--- config.mk ---
export PLATFORM = sky130hd
export DESIGN_NAME = dle_stuffed_frame_builder
export DESIGN_NICKNAME = d
export VERILOG_FILES = /design/src/rtl/dsfb_pkg.sv /design/src/rtl/dsfb_crc_stage.sv /design/src/rtl/dsfb_emitter.sv /design/src/rtl/dle_stuffed_frame_builder.sv
export SDC_FILE = /design/constraint.sdc
export NUM_CORES = 1
export LEC_CHECK = 0
export ABC_AREA = 1
export BUFFER_PORTS_ARGS = -buffer_cell sky130_fd_sc_hd__buf_2
export CAP_MARGIN = 15
export CELL_PAD_IN_SITES_DETAIL_PLACEMENT = 1
export CELL_PAD_IN_SITES_GLOBAL_PLACEMENT = 1
export CORE_ASPECT_RATIO = 2
export CORE_MARGIN = 2
export CORE_UTILIZATION = 44
export DETAILED_ROUTE_END_ITERATION = 7
export HOLD_SLACK_MARGIN = 0.06
export PLACE_DENSITY = 0.79
export SLEW_MARGIN = 30
export SYNTH_ARGS = -nofsm -noshare
export SYNTH_HDL_FRONTEND = slang
export SYNTH_HIERARCHICAL = 1
export SYNTH_SLANG_ARGS = --single-unit
--- constraint.sdc ---
create_clock -name clock -period 3.8 [get_ports clock]
set_input_delay 0.76 -clock clock [delete_from_list [all_inputs] [get_ports clock]]
set_output_delay 0.76 -clock clock [all_outputs]
set_load 0.01 [all_outputs]
--- src/rtl/dsfb_pkg.sv ---
`timescale 1ns / 1ps

package dsfb_pkg;

   // Framing characters.
   localparam logic [7:0] SYN_CHAR = 8'h16;
   localparam logic [7:0] DLE_CHAR = 8'h10;
   localparam logic [7:0] STX_CHAR = 8'h02;
   localparam logic [7:0] ETX_CHAR = 8'h03;

   // Configuration register indexes.
   localparam logic CSR_CRC_POLYNOMIAL = 1'b0;
   localparam logic CSR_CRC_START      = 1'b1;

   localparam logic [15:0] CRC_POLYNOMIAL_RESET = 16'hA001;
   localparam logic [15:0] CRC_START_RESET      = 16'h0000;

   // Emitter step codes, one per line byte that an item can produce.
   localparam logic [3:0] STEP_SYN      = 4'd0;
   localparam logic [3:0] STEP_DLE_HEAD = 4'd1;
   localparam logic [3:0] STEP_STX      = 4'd2;
   localparam logic [3:0] STEP_DATA     = 4'd3;
   localparam logic [3:0] STEP_DUP      = 4'd4;
   localparam logic [3:0] STEP_DLE_TAIL = 4'd5;
   localparam logic [3:0] STEP_ETX      = 4'd6;
   localparam logic [3:0] STEP_CRC_LOW  = 4'd7;
   localparam logic [3:0] STEP_CRC_HIGH = 4'd8;

   // One payload byte with everything the emitter needs to frame it.
   typedef struct packed {
      logic        header;
      logic [7:0]  data;
      logic        is_dle;
      logic        last;
      logic [15:0] crc;
   } record_type;

   // Reflected CRC-16 update of one byte, eight shift steps.
   function automatic logic [15:0] crc_feed(input logic [15:0] crc_value,
                                            input logic [7:0]  data,
                                            input logic [15:0] polynomial);
      logic [15:0] acc;
      acc = crc_value ^ {8'h00, data};
      for (int k = 0; k < 8; k++) begin
         if (acc[0]) begin
            acc = (acc >> 1) ^ polynomial;
         end else begin
            acc = acc >> 1;
         end
      end
      return acc;
   endfunction

endpackage

--- src/rtl/dsfb_crc_stage.sv ---
`timescale 1ns / 1ps

module dsfb_crc_stage
   import dsfb_pkg::*;
(
   input  logic        clock,
   input  logic        reset,
   input  logic        req_valid,
   output logic        req_ready,
   input  logic [7:0]  req_payload_byte,
   input  logic        req_payload_last,
   input  logic [15:0] crc_polynomial,
   input  logic [15:0] crc_start,
   output logic        rec_valid,
   input  logic        rec_ready,
   output record_type  rec
);

   logic        q_valid_ff;
   logic        q_valid_in;
   logic [7:0]  q_byte_ff;
   logic        q_last_ff;
   logic        header_sent_ff;
   logic        header_sent_in;
   logic [15:0] running_crc_ff;
   logic [15:0] running_crc_in;
   logic [15:0] crc_base;
   logic [15:0] crc_next;
   logic        q_take;

   // Input register: refills in the same cycle that its item moves on.
   assign q_take    = q_valid_ff && rec_ready;
   assign req_ready = !q_valid_ff || rec_ready;
   assign rec_valid = q_valid_ff;

   always_comb begin
      q_valid_in = q_valid_ff;
      if (req_valid && req_ready) begin
         q_valid_in = 1'b1;
      end else if (q_take) begin
         q_valid_in = 1'b0;
      end
   end

   always_ff @(posedge clock) begin
      if (reset) begin
         q_valid_ff <= 1'b0;
      end else begin
         q_valid_ff <= q_valid_in;
      end
   end

   always_ff @(posedge clock) begin
      if (req_valid && req_ready) begin
         q_byte_ff <= req_payload_byte;
         q_last_ff <= req_payload_last;
      end
   end

   // A frame opens with the start value; the CRC covers the unstuffed byte.
   assign crc_base = header_sent_ff ? running_crc_ff : crc_start;
   assign crc_next = crc_feed(crc_base, q_byte_ff, crc_polynomial);

   always_comb begin
      rec.header = !header_sent_ff;
      rec.data   = q_byte_ff;
      rec.is_dle = (q_byte_ff == DLE_CHAR);
      rec.last   = q_last_ff;
      rec.crc    = crc_next;
   end

   // Frame state advances on each transfer to the emitter and clears on close.
   always_comb begin
      header_sent_in = header_sent_ff;
      running_crc_in = running_crc_ff;
      if (q_take) begin
         if (q_last_ff) begin
            header_sent_in = 1'b0;
            running_crc_in = 16'h0000;
         end else begin
            header_sent_in = 1'b1;
            running_crc_in = crc_next;
         end
      end
   end

   always_ff @(posedge clock) begin
      if (reset) begin
         header_sent_ff <= 1'b0;
         running_crc_ff <= 16'h0000;
      end else begin
         header_sent_ff <= header_sent_in;
         running_crc_ff <= running_crc_in;
      end
   end

   // A closed frame leaves no CRC behind.
   assert property (@(posedge clock) disable iff (reset)
      q_take && q_last_ff |=> !header_sent_ff && (running_crc_ff == 16'h0000))
      else $error("frame state not cleared after last byte");

   // Without an open frame there is no running CRC.
   assert property (@(posedge clock) disable iff (reset)
      !header_sent_ff |-> (running_crc_ff == 16'h0000))
      else $error("running CRC held with no frame open");

   // An item waiting for the emitter stays in the input register unchanged.
   assert property (@(posedge clock) disable iff (reset)
      q_valid_ff && !rec_ready |=> q_valid_ff && $stable(q_byte_ff) && $stable(q_last_ff))
      else $error("input register changed while its item was waiting");

endmodule

--- src/rtl/dsfb_emitter.sv ---
`timescale 1ns / 1ps

module dsfb_emitter
   import dsfb_pkg::*;
(
   input  logic        clock,
   input  logic        reset,
   input  logic        rec_valid,
   output logic        rec_ready,
   input  record_type  rec,
   input  logic [15:0] crc_polynomial,
   output logic        rsp_valid,
   input  logic        rsp_ready,
   output logic [7:0]  rsp_line_byte,
   output logic        rsp_run_last,
   output logic        rsp_frame_end
);

   logic        busy_ff;
   logic        busy_in;
   record_type  rec_ff;
   logic [3:0]  step_ff;
   logic [3:0]  step_in;
   logic [3:0]  step_next;
   logic        step_final;
   logic [7:0]  step_byte;
   logic [15:0] crc_final;
   logic        out_load;
   logic        rsp_valid_ff;
   logic [7:0]  rsp_line_byte_ff;
   logic        rsp_run_last_ff;
   logic        rsp_frame_end_ff;

   // The closing CRC adds ETX to the CRC that the payload byte left.
   assign crc_final = crc_feed(rec_ff.crc, ETX_CHAR, crc_polynomial);

   // Byte, successor and end flag of the current step.
   always_comb begin
      step_byte  = DLE_CHAR;
      step_next  = STEP_DATA;
      step_final = 1'b0;
      unique case (step_ff)
         STEP_SYN: begin
            step_byte = SYN_CHAR;
            step_next = STEP_DLE_HEAD;
         end
         STEP_DLE_HEAD: begin
            step_byte = DLE_CHAR;
            step_next = STEP_STX;
         end
         STEP_STX: begin
            step_byte = STX_CHAR;
            step_next = STEP_DATA;
         end
         STEP_DATA: begin
            step_byte = rec_ff.data;
            if (rec_ff.is_dle) begin
               step_next = STEP_DUP;
            end else begin
               step_next  = STEP_DLE_TAIL;
               step_final = !rec_ff.last;
            end
         end
         STEP_DUP: begin
            step_byte  = DLE_CHAR;
            step_next  = STEP_DLE_TAIL;
            step_final = !rec_ff.last;
         end
         STEP_DLE_TAIL: begin
            step_byte = DLE_CHAR;
            step_next = STEP_ETX;
         end
         STEP_ETX: begin
            step_byte = ETX_CHAR;
            step_next = STEP_CRC_LOW;
         end
         STEP_CRC_LOW: begin
            step_byte = crc_final[7:0];
            step_next = STEP_CRC_HIGH;
         end
         STEP_CRC_HIGH: begin
            step_byte  = crc_final[15:8];
            step_next  = STEP_SYN;
            step_final = 1'b1;
         end
         default: begin
            step_byte  = DLE_CHAR;
            step_next  = STEP_SYN;
            step_final = 1'b1;
         end
      endcase
   end

   // The output register takes a byte whenever it is empty or being drained.
   assign out_load  = !rsp_valid_ff || rsp_ready;
   assign rec_ready = !busy_ff || (out_load && step_final);

   always_comb begin
      busy_in = busy_ff;
      step_in = step_ff;
      if (rec_valid && rec_ready) begin
         busy_in = 1'b1;
         step_in = rec.header ? STEP_SYN : STEP_DATA;
      end else if (busy_ff && out_load) begin
         if (step_final) begin
            busy_in = 1'b0;
         end else begin
            step_in = step_next;
         end
      end
   end

   always_ff @(posedge clock) begin
      if (reset) begin
         busy_ff      <= 1'b0;
         step_ff      <= STEP_SYN;
         rsp_valid_ff <= 1'b0;
      end else begin
         busy_ff <= busy_in;
         step_ff <= step_in;
         if (out_load) begin
            rsp_valid_ff <= busy_ff;
         end
      end
   end

   always_ff @(posedge clock) begin
      if (rec_valid && rec_ready) begin
         rec_ff <= rec;
      end
      if (out_load) begin
         rsp_line_byte_ff <= step_byte;
         rsp_run_last_ff  <= step_final;
         rsp_frame_end_ff <= (step_ff == STEP_CRC_HIGH);
      end
   end

   assign rsp_valid     = rsp_valid_ff;
   assign rsp_line_byte = rsp_line_byte_ff;
   assign rsp_run_last  = rsp_run_last_ff;
   assign rsp_frame_end = rsp_frame_end_ff;

   // Header steps belong only to the first byte of a frame.
   assert property (@(posedge clock) disable iff (reset)
      busy_ff && (step_ff == STEP_SYN || step_ff == STEP_DLE_HEAD || step_ff == STEP_STX)
      |-> rec_ff.header)
      else $error("header emitted inside an open frame");

   // The doubled DLE comes only from a DLE payload byte.
   assert property (@(posedge clock) disable iff (reset)
      busy_ff && (step_ff == STEP_DUP) |-> rec_ff.is_dle)
      else $error("stuffing byte for a non-DLE payload byte");

   // The frame closes on the last byte of its item.
   assert property (@(posedge clock) disable iff (reset)
      rsp_valid_ff && rsp_frame_end_ff |-> rsp_run_last_ff)
      else $error("frame end not on the last byte of an item");

endmodule

--- src/rtl/dle_stuffed_frame_builder.sv ---
`timescale 1ns / 1ps
// The first line byte of an item passes through the input register, the emitter's step
// state and the output register. One line byte per cycle while rsp_ready stays high;
// an item produces 1 to 9 line bytes (header 3, payload 1 or 2, trailer 4).
// Reset (synchronous, active high) closes any open frame, empties all stages and
// loads the polynomial 0xA001 and start value 0x0000.

module dle_stuffed_frame_builder
   import dsfb_pkg::*;
(
   input  logic        clock,
   input  logic        reset,
   input  logic        req_valid,
   output logic        req_ready,
   input  logic [7:0]  req_payload_byte,
   input  logic        req_payload_last,
   output logic        rsp_valid,
   input  logic        rsp_ready,
   output logic [7:0]  rsp_line_byte,
   output logic        rsp_run_last,
   output logic        rsp_frame_end,
   input  logic        csr_write_enable,
   input  logic        csr_index,
   input  logic [15:0] csr_write_data
);

   logic [15:0] crc_polynomial_ff;
   logic [15:0] crc_start_ff;
   logic        rec_valid;
   logic        rec_ready;
   record_type  rec;

   // Configuration registers.
   always_ff @(posedge clock) begin
      if (reset) begin
         crc_polynomial_ff <= CRC_POLYNOMIAL_RESET;
         crc_start_ff      <= CRC_START_RESET;
      end else if (csr_write_enable) begin
         unique case (csr_index)
            CSR_CRC_POLYNOMIAL: crc_polynomial_ff <= csr_write_data;
            CSR_CRC_START:      crc_start_ff      <= csr_write_data;
            default:            crc_start_ff      <= crc_start_ff;
         endcase
      end
   end

   // Input register, frame state and payload CRC.
   dsfb_crc_stage u_crc_stage (
      .clock            (clock),
      .reset            (reset),
      .req_valid        (req_valid),
      .req_ready        (req_ready),
      .req_payload_byte (req_payload_byte),
      .req_payload_last (req_payload_last),
      .crc_polynomial   (crc_polynomial_ff),
      .crc_start        (crc_start_ff),
      .rec_valid        (rec_valid),
      .rec_ready        (rec_ready),
      .rec              (rec)
   );

   // Byte sequencer and output register.
   dsfb_emitter u_emitter (
      .clock          (clock),
      .reset          (reset),
      .rec_valid      (rec_valid),
      .rec_ready      (rec_ready),
      .rec            (rec),
      .crc_polynomial (crc_polynomial_ff),
      .rsp_valid      (rsp_valid),
      .rsp_ready      (rsp_ready),
      .rsp_line_byte  (rsp_line_byte),
      .rsp_run_last   (rsp_run_last),
      .rsp_frame_end  (rsp_frame_end)
   );

endmodule

---- Yosys cells after proc, flatten, opt, wreduce, memory -nomap -nowiden ----
Cells that the tools add are included.
W data, S select, Z words.
storage, ports and cells
  bits in registers ....................... 101
  output and inout bits ................... 12
operators by class
  equal/unequal tests ..................... 10
  multiplexer cells ....................... 33
  bitwise gates (word level) .............. 19
  reduce and logical (&&, ||, !) cells .... 20
operator list
  cell                  count
  $mux W16              18
  $xor A15 B16 Y16      16
  $pmux W8 S6           1
  $pmux W4 S8           1
  $eq A4 B3 Y1 const B  4
  $xor A16 B8 Y16       1
  $mux W4               3
  $eq A4 B2 Y1 const B  2
  $eq A8 B5 Y1 const B  1
  $mux W1               8
  $reduce_and A2 Y1     4
  $reduce_bool A2 Y1    3
  $reduce_or A6 Y1      1
  $eq A4 B1 Y1 const B  1
  $eq A4 B4 Y1 const B  1
  $logic_and A1 B1 Y1   4
  $logic_not A1 Y1      4
  $logic_not A4 Y1      1
  $logic_or A1 B1 Y1    3
  $pmux W1 S3           1
  $mux W2               1
  $ne A2 B2 Y1 const B  1
  $not A2 Y2            1
  $not A1 Y1            1

---- Longest topological paths before layout ----
  depth after elaboration ................. 19
  gate-level depth with buffers ........... 32
  mapped depth without buffers ............ 31

---- By module ----
The synthesis kept the hierarchy.
modules (own cells, without submodules)
  module                     instances  cells each  area an instance (µm²)  sequential area each (µm²)
  dsfb_emitter               1          583         3932.5                  1201.2
  dsfb_crc_stage             1          748         3903.7                  630.6
  dle_stuffed_frame_builder  1          172         1290.0                  640.6

---- Worst setup path after synthesis ----
Ideal clock, no wire load.
  path kind ............................... reg2reg
  start point ............................. register u_emitter.step_ff[3]
  end point ............................... register u_emitter.step_ff[0]
  arrival time ............................ 3356 ps
  data required time ...................... 3705 ps
  slack ................................... 348 ps
  stages on the path, launching flop included .. 18
  path buffers ............................ 0
  clock period less this slack ............ 3452 ps
  cell sequence ........................... dfxtp_1 > nor2_1 > inv_1 > nor2_1 > inv_1 > nor2_1 > inv_1 > a21oi_1 > nor2_1 > inv_1 > nor2_1 > nor2_1 > inv_1 > nor2_1 > inv_1 > o21ai_0 > inv_1 > a221oi_1
on the way
  longest elaborated chain between the ends .. 8
  elaborated cells on any way between the ends .. 20
  classes of those cells .................. eq/ne: 8; mux: 5; reduce/logical: 7
ends and longest elaborated chain
  element                                                              RTL line                         text
  from (decl)                                                          dsfb_emitter.sv:22               logic [3:0] step_ff;
  from (signal assigned)                                               dsfb_emitter.sv:120              step_ff <= step_in;
  $eq A4 B1 Y1, or another cell as far along                           dsfb_emitter.sv:42               unique case (step_ff)
  $reduce_or A6 Y1 (no line)                                           --
  $pmux W1 S3 *                                                        dsfb_emitter.sv:42
  net u_emitter.step_final                                             dsfb_emitter.sv:25               logic step_final;
  $logic_and A1 B1 Y1 *                                                dsfb_emitter.sv:96               assign rec_ready = !busy_ff || (out_load && step_final);
  $logic_or A1 B1 Y1 *                                                 dsfb_emitter.sv:96
  net rec_ready                                                        dle_stuffed_frame_builder.sv:30  logic rec_ready;
  $logic_and A1 B1 Y1 *                                                dsfb_emitter.sv:101              if (rec_valid && rec_ready) begin
  $ne A2 B2 Y1 (no line) / $reduce_bool A2 Y1 (equally long branches)  --
  $reduce_and A2 Y1 (no line)                                          --
Mark *: on every way through the listed nets, which the timed path passes. The rest lies on a longest branch. The select of a mux whose other input is x is not followed.
A chain may end at the register's enable or synchronous reset.

==> results.toml <==
[drt]
vias_per_cell = 5.46
via_count = 9900
routed_wl_mm = 34.0
ant_nets = 0
dr.pass1.iters = 5
drc_errors = 0
drt_iter0_markers = 408
wl_per_cell_um = 18.8

[floorplan]
fp.coreArea_mm2 = 0.0204
start_util_pct = 44.8
dieArea_mm2 = 0.0220
rows = 74
fp.dieW_um = 106
die_h_um = 208
io_pins = 43

[pwr]
power.density_mw_per_mm2 = 570
peakVddDrop_uv = 453
total_leakage_power_nw = 4.91

[synth]
yosysSeqAreaShare_pct = 27.1
avgSynthCellArea_um2 = 6.07
ys_ff_latch = 101
synth_cell_types = 42
yosysWarnings = 6
netlist_area_mm2 = 0.00913
syn-num-nets = 1534
netlist_instances = 1503

[setup_path]
crit_top_cell = "nand2_1"
worstSetupStartpointType = "flop"
crit_type = "flop to flop"
path_max_fanout = 13
slowest_delay_ns = 0.34
worst_ep_required_time_ns = 4.08
arrival_ns = 3.90
cp_slowest_cell = "dfxtp_1"
endpoint_kind = "flop"

[placed_design]
place.gp.congestion = 0.927
place_area_mm2 = 0.00967
placed_cells = 1789
dp_hpwl_mm = 26.0
port_buffers = 42

[job]
maxCapViolations = 0

[timing]
worst_pin_slew_ns = 0.681
slew_viol_final = 0
max_freq_mhz = 276
fin_skew_ns = 0.0215
hold_ws_ns = 0.472
period_share_pct = 95.2
min_period_ns = 3.62
finalSetupViolations = 0
slew_headroom_pct = 54.5
finalHoldViolCount = 0

[clocking]
postCtsHoldBufs = 0
tritoncts = "done"
clk_latency_ns = 0.36
cts-root-buf = "clkbuf_16"
clkTransAtPathRegs_ns = 0.09
cts_buffers = 9
clockBufferDepth = 2
clkSinkCount = 101
h-tree-depth = 3

[global_route]
antenna_found_initial = 0
grt_pass1_vias = 10300
overflow = 0
grt_usage_pct = 30.5
grt_pass1_wl_mm = 52.2
grt_max_degree = 40

[final_layout]
diodes = 0
syn_to_final_growth_pct = 11.1
final_cells = 1812
layout.nets = 1572
fin_area_mm2 = 0.0101
drive_gt1_share_pct = 12.1

[min_path]
min_path_type = "flop to flop"

[run_status]
outcome = "completed"
[layer usage]
metal  up-vias  global-route usage, %  wire length, um
met5         -                      0                0
met4         0                   22.5             2850
met3       138                   3.39             1010
met2       254                   59.6            18800
met1      4764                   27.8            11300
li1       4744                      -                -
[logic make-up after synthesis]
kind of cell,share of synthesized area (%)
AOI/OAI and AO/OA,5.14
xor gates and xnor gates,10.2
buffers and inverters,13.2
DFF,27.1
and+or+nand+nor,44.4
[power by group]
| part | leakage, nW | internal [mW] | switching [mW] |
|---|---|---|---|
| Combinational | 3.87 | 1.22 | 2.26 |
| Sequential | 0.902 | 1.28 | 0.0861 |
| Clock | 0.142 | 0.460 | 0.478 |
[repair_timing]
action | 4_1_cts | 5_1_grt
setup buffers | 0 | 5
cloned | 0 | 2
gates resized for setup | 1 | 32
setup endpoints to repair | 1 | 40
pin swaps | 0 | 6
[cell usage after synthesis (all sizes together)]
| cell | number | area (um^2) |
|---|---|---|
| nand2 | 556 | 2180 |
| nand3 | 245 | 1280 |
| inv | 186 | 698 |
| nor2 | 119 | 464 |
| buf | 57 | 390 |
| xor2 | 57 | 507 |
| dfxtp | 56 | 1120 |
| xnor2 | 48 | 420 |
| edfxtp | 45 | 1350 |
| a21oi | 41 | 205 |
| o21ai | 28 | 140 |
| clkbuf | 26 | 108 |
| nand4 | 8 | 50.1 |
| and2 | 6 | 37.5 |
| o21bai | 5 | 37.5 |
| a21o | 2 | 15.0 |
| a221oi | 2 | 17.5 |
| a22oi | 2 | 15.0 |
| clkinv | 2 | 7.51 |
| nand3b | 2 | 15.0 |
| nor3 | 2 | 10.0 |
| or2 | 2 | 12.5 |
| a211oi | 1 | 7.51 |
| a21boi | 1 | 7.51 |
| a32o | 1 | 10.0 |
| nor4 | 1 | 6.26 |
| o211ai | 1 | 7.51 |
| o22ai | 1 | 6.26 |
[layout by cell type (no fill, tap or decap), types with 2 or more instances in the layout]
master and n:
nand2_1 530, nand3_1 235, inv_1 177, nor2_1 106, buf_4 59, xor2_1 56, dfxtp_1 54, xnor2_1 48
edfxtp_1 45, buf_2 42, a21oi_1 41, o21ai_0 27, nand2_2 15, nand2_4 12, clkbuf_16 10, nor2_2 9
nand4_1 8, inv_2 7, nand3_2 7, and2_1 6, o21bai_1 5, nor2_4 4, inv_4 4, nand3_4 3
buf_12 3, clkinv_4 2, dfxtp_2 2, clkinv_1 2, buf_6 2, buf_8 2, nor3_1 2, nand3b_1 2
a21o_1 2, a22oi_1 2, a221oi_1 2
[metrics by stage]
stage          setup TNS [ns]  total power, mW  worst slack (ns)  utilization [%]
2_1_floorplan               0             3.88             0.348                -
3_3_place_gp                0             4.52             0.104             47.5
3_5_place_dp        -0.000528             4.66         -0.000528             47.5
4_1_cts                     0             5.61            0.0857             48.9
5_1_grt                -0.149             6.21           -0.0407             49.8
6_report                    0             5.78             0.183             49.8
[critical path, delay by kind of cell (launching register included)]
kind	cells	cell delay, ns
compound gates	1	0.14
xor+xnor	1	0.29
buf+inv	4	0.45
flops	1	0.34
simple gates	21	2.31
[cell type report]
class	instances	area (um^2)
fill	2867	10200
multi-input combinational	1132	5540
sequential	101	2470
timing repair buffer	109	791
inverter	188	711
tap	266	333
clock buffer	10	229
clock inverter	6	57.6
[sequential cells by signal, indices dropped and copies added, names as in the netlist, 4 cells and up]
name	flops
crc_start_ff	16
u_emitter/step_ff	4
u_emitter/rsp_line_byte	8
u_crc_stage/running_crc_ff	16
u_emitter/rec_ff	26
u_crc_stage/q_byte_ff	8
crc_polynomial_ff	16
[path summary, 6_finish.rpt]
| check | from | end | slack (ns) | depth (start not counted) |
|---|---|---|---|---|
| min | crc_start_ff[13] | crc_start_ff[13] | 0.47 | 2 |
| max reg2reg | u_crc_stage/header_sent_ff | u_crc_stage/running_crc_ff[5] | 0.18 | 27 |
| max | u_crc_stage/header_sent_ff | u_crc_stage/running_crc_ff[5] | 0.18 | 27 |
| min reg2reg | crc_start_ff[13] | crc_start_ff[13] | 0.47 | 2 |
(Power assumes the default switching activity.)
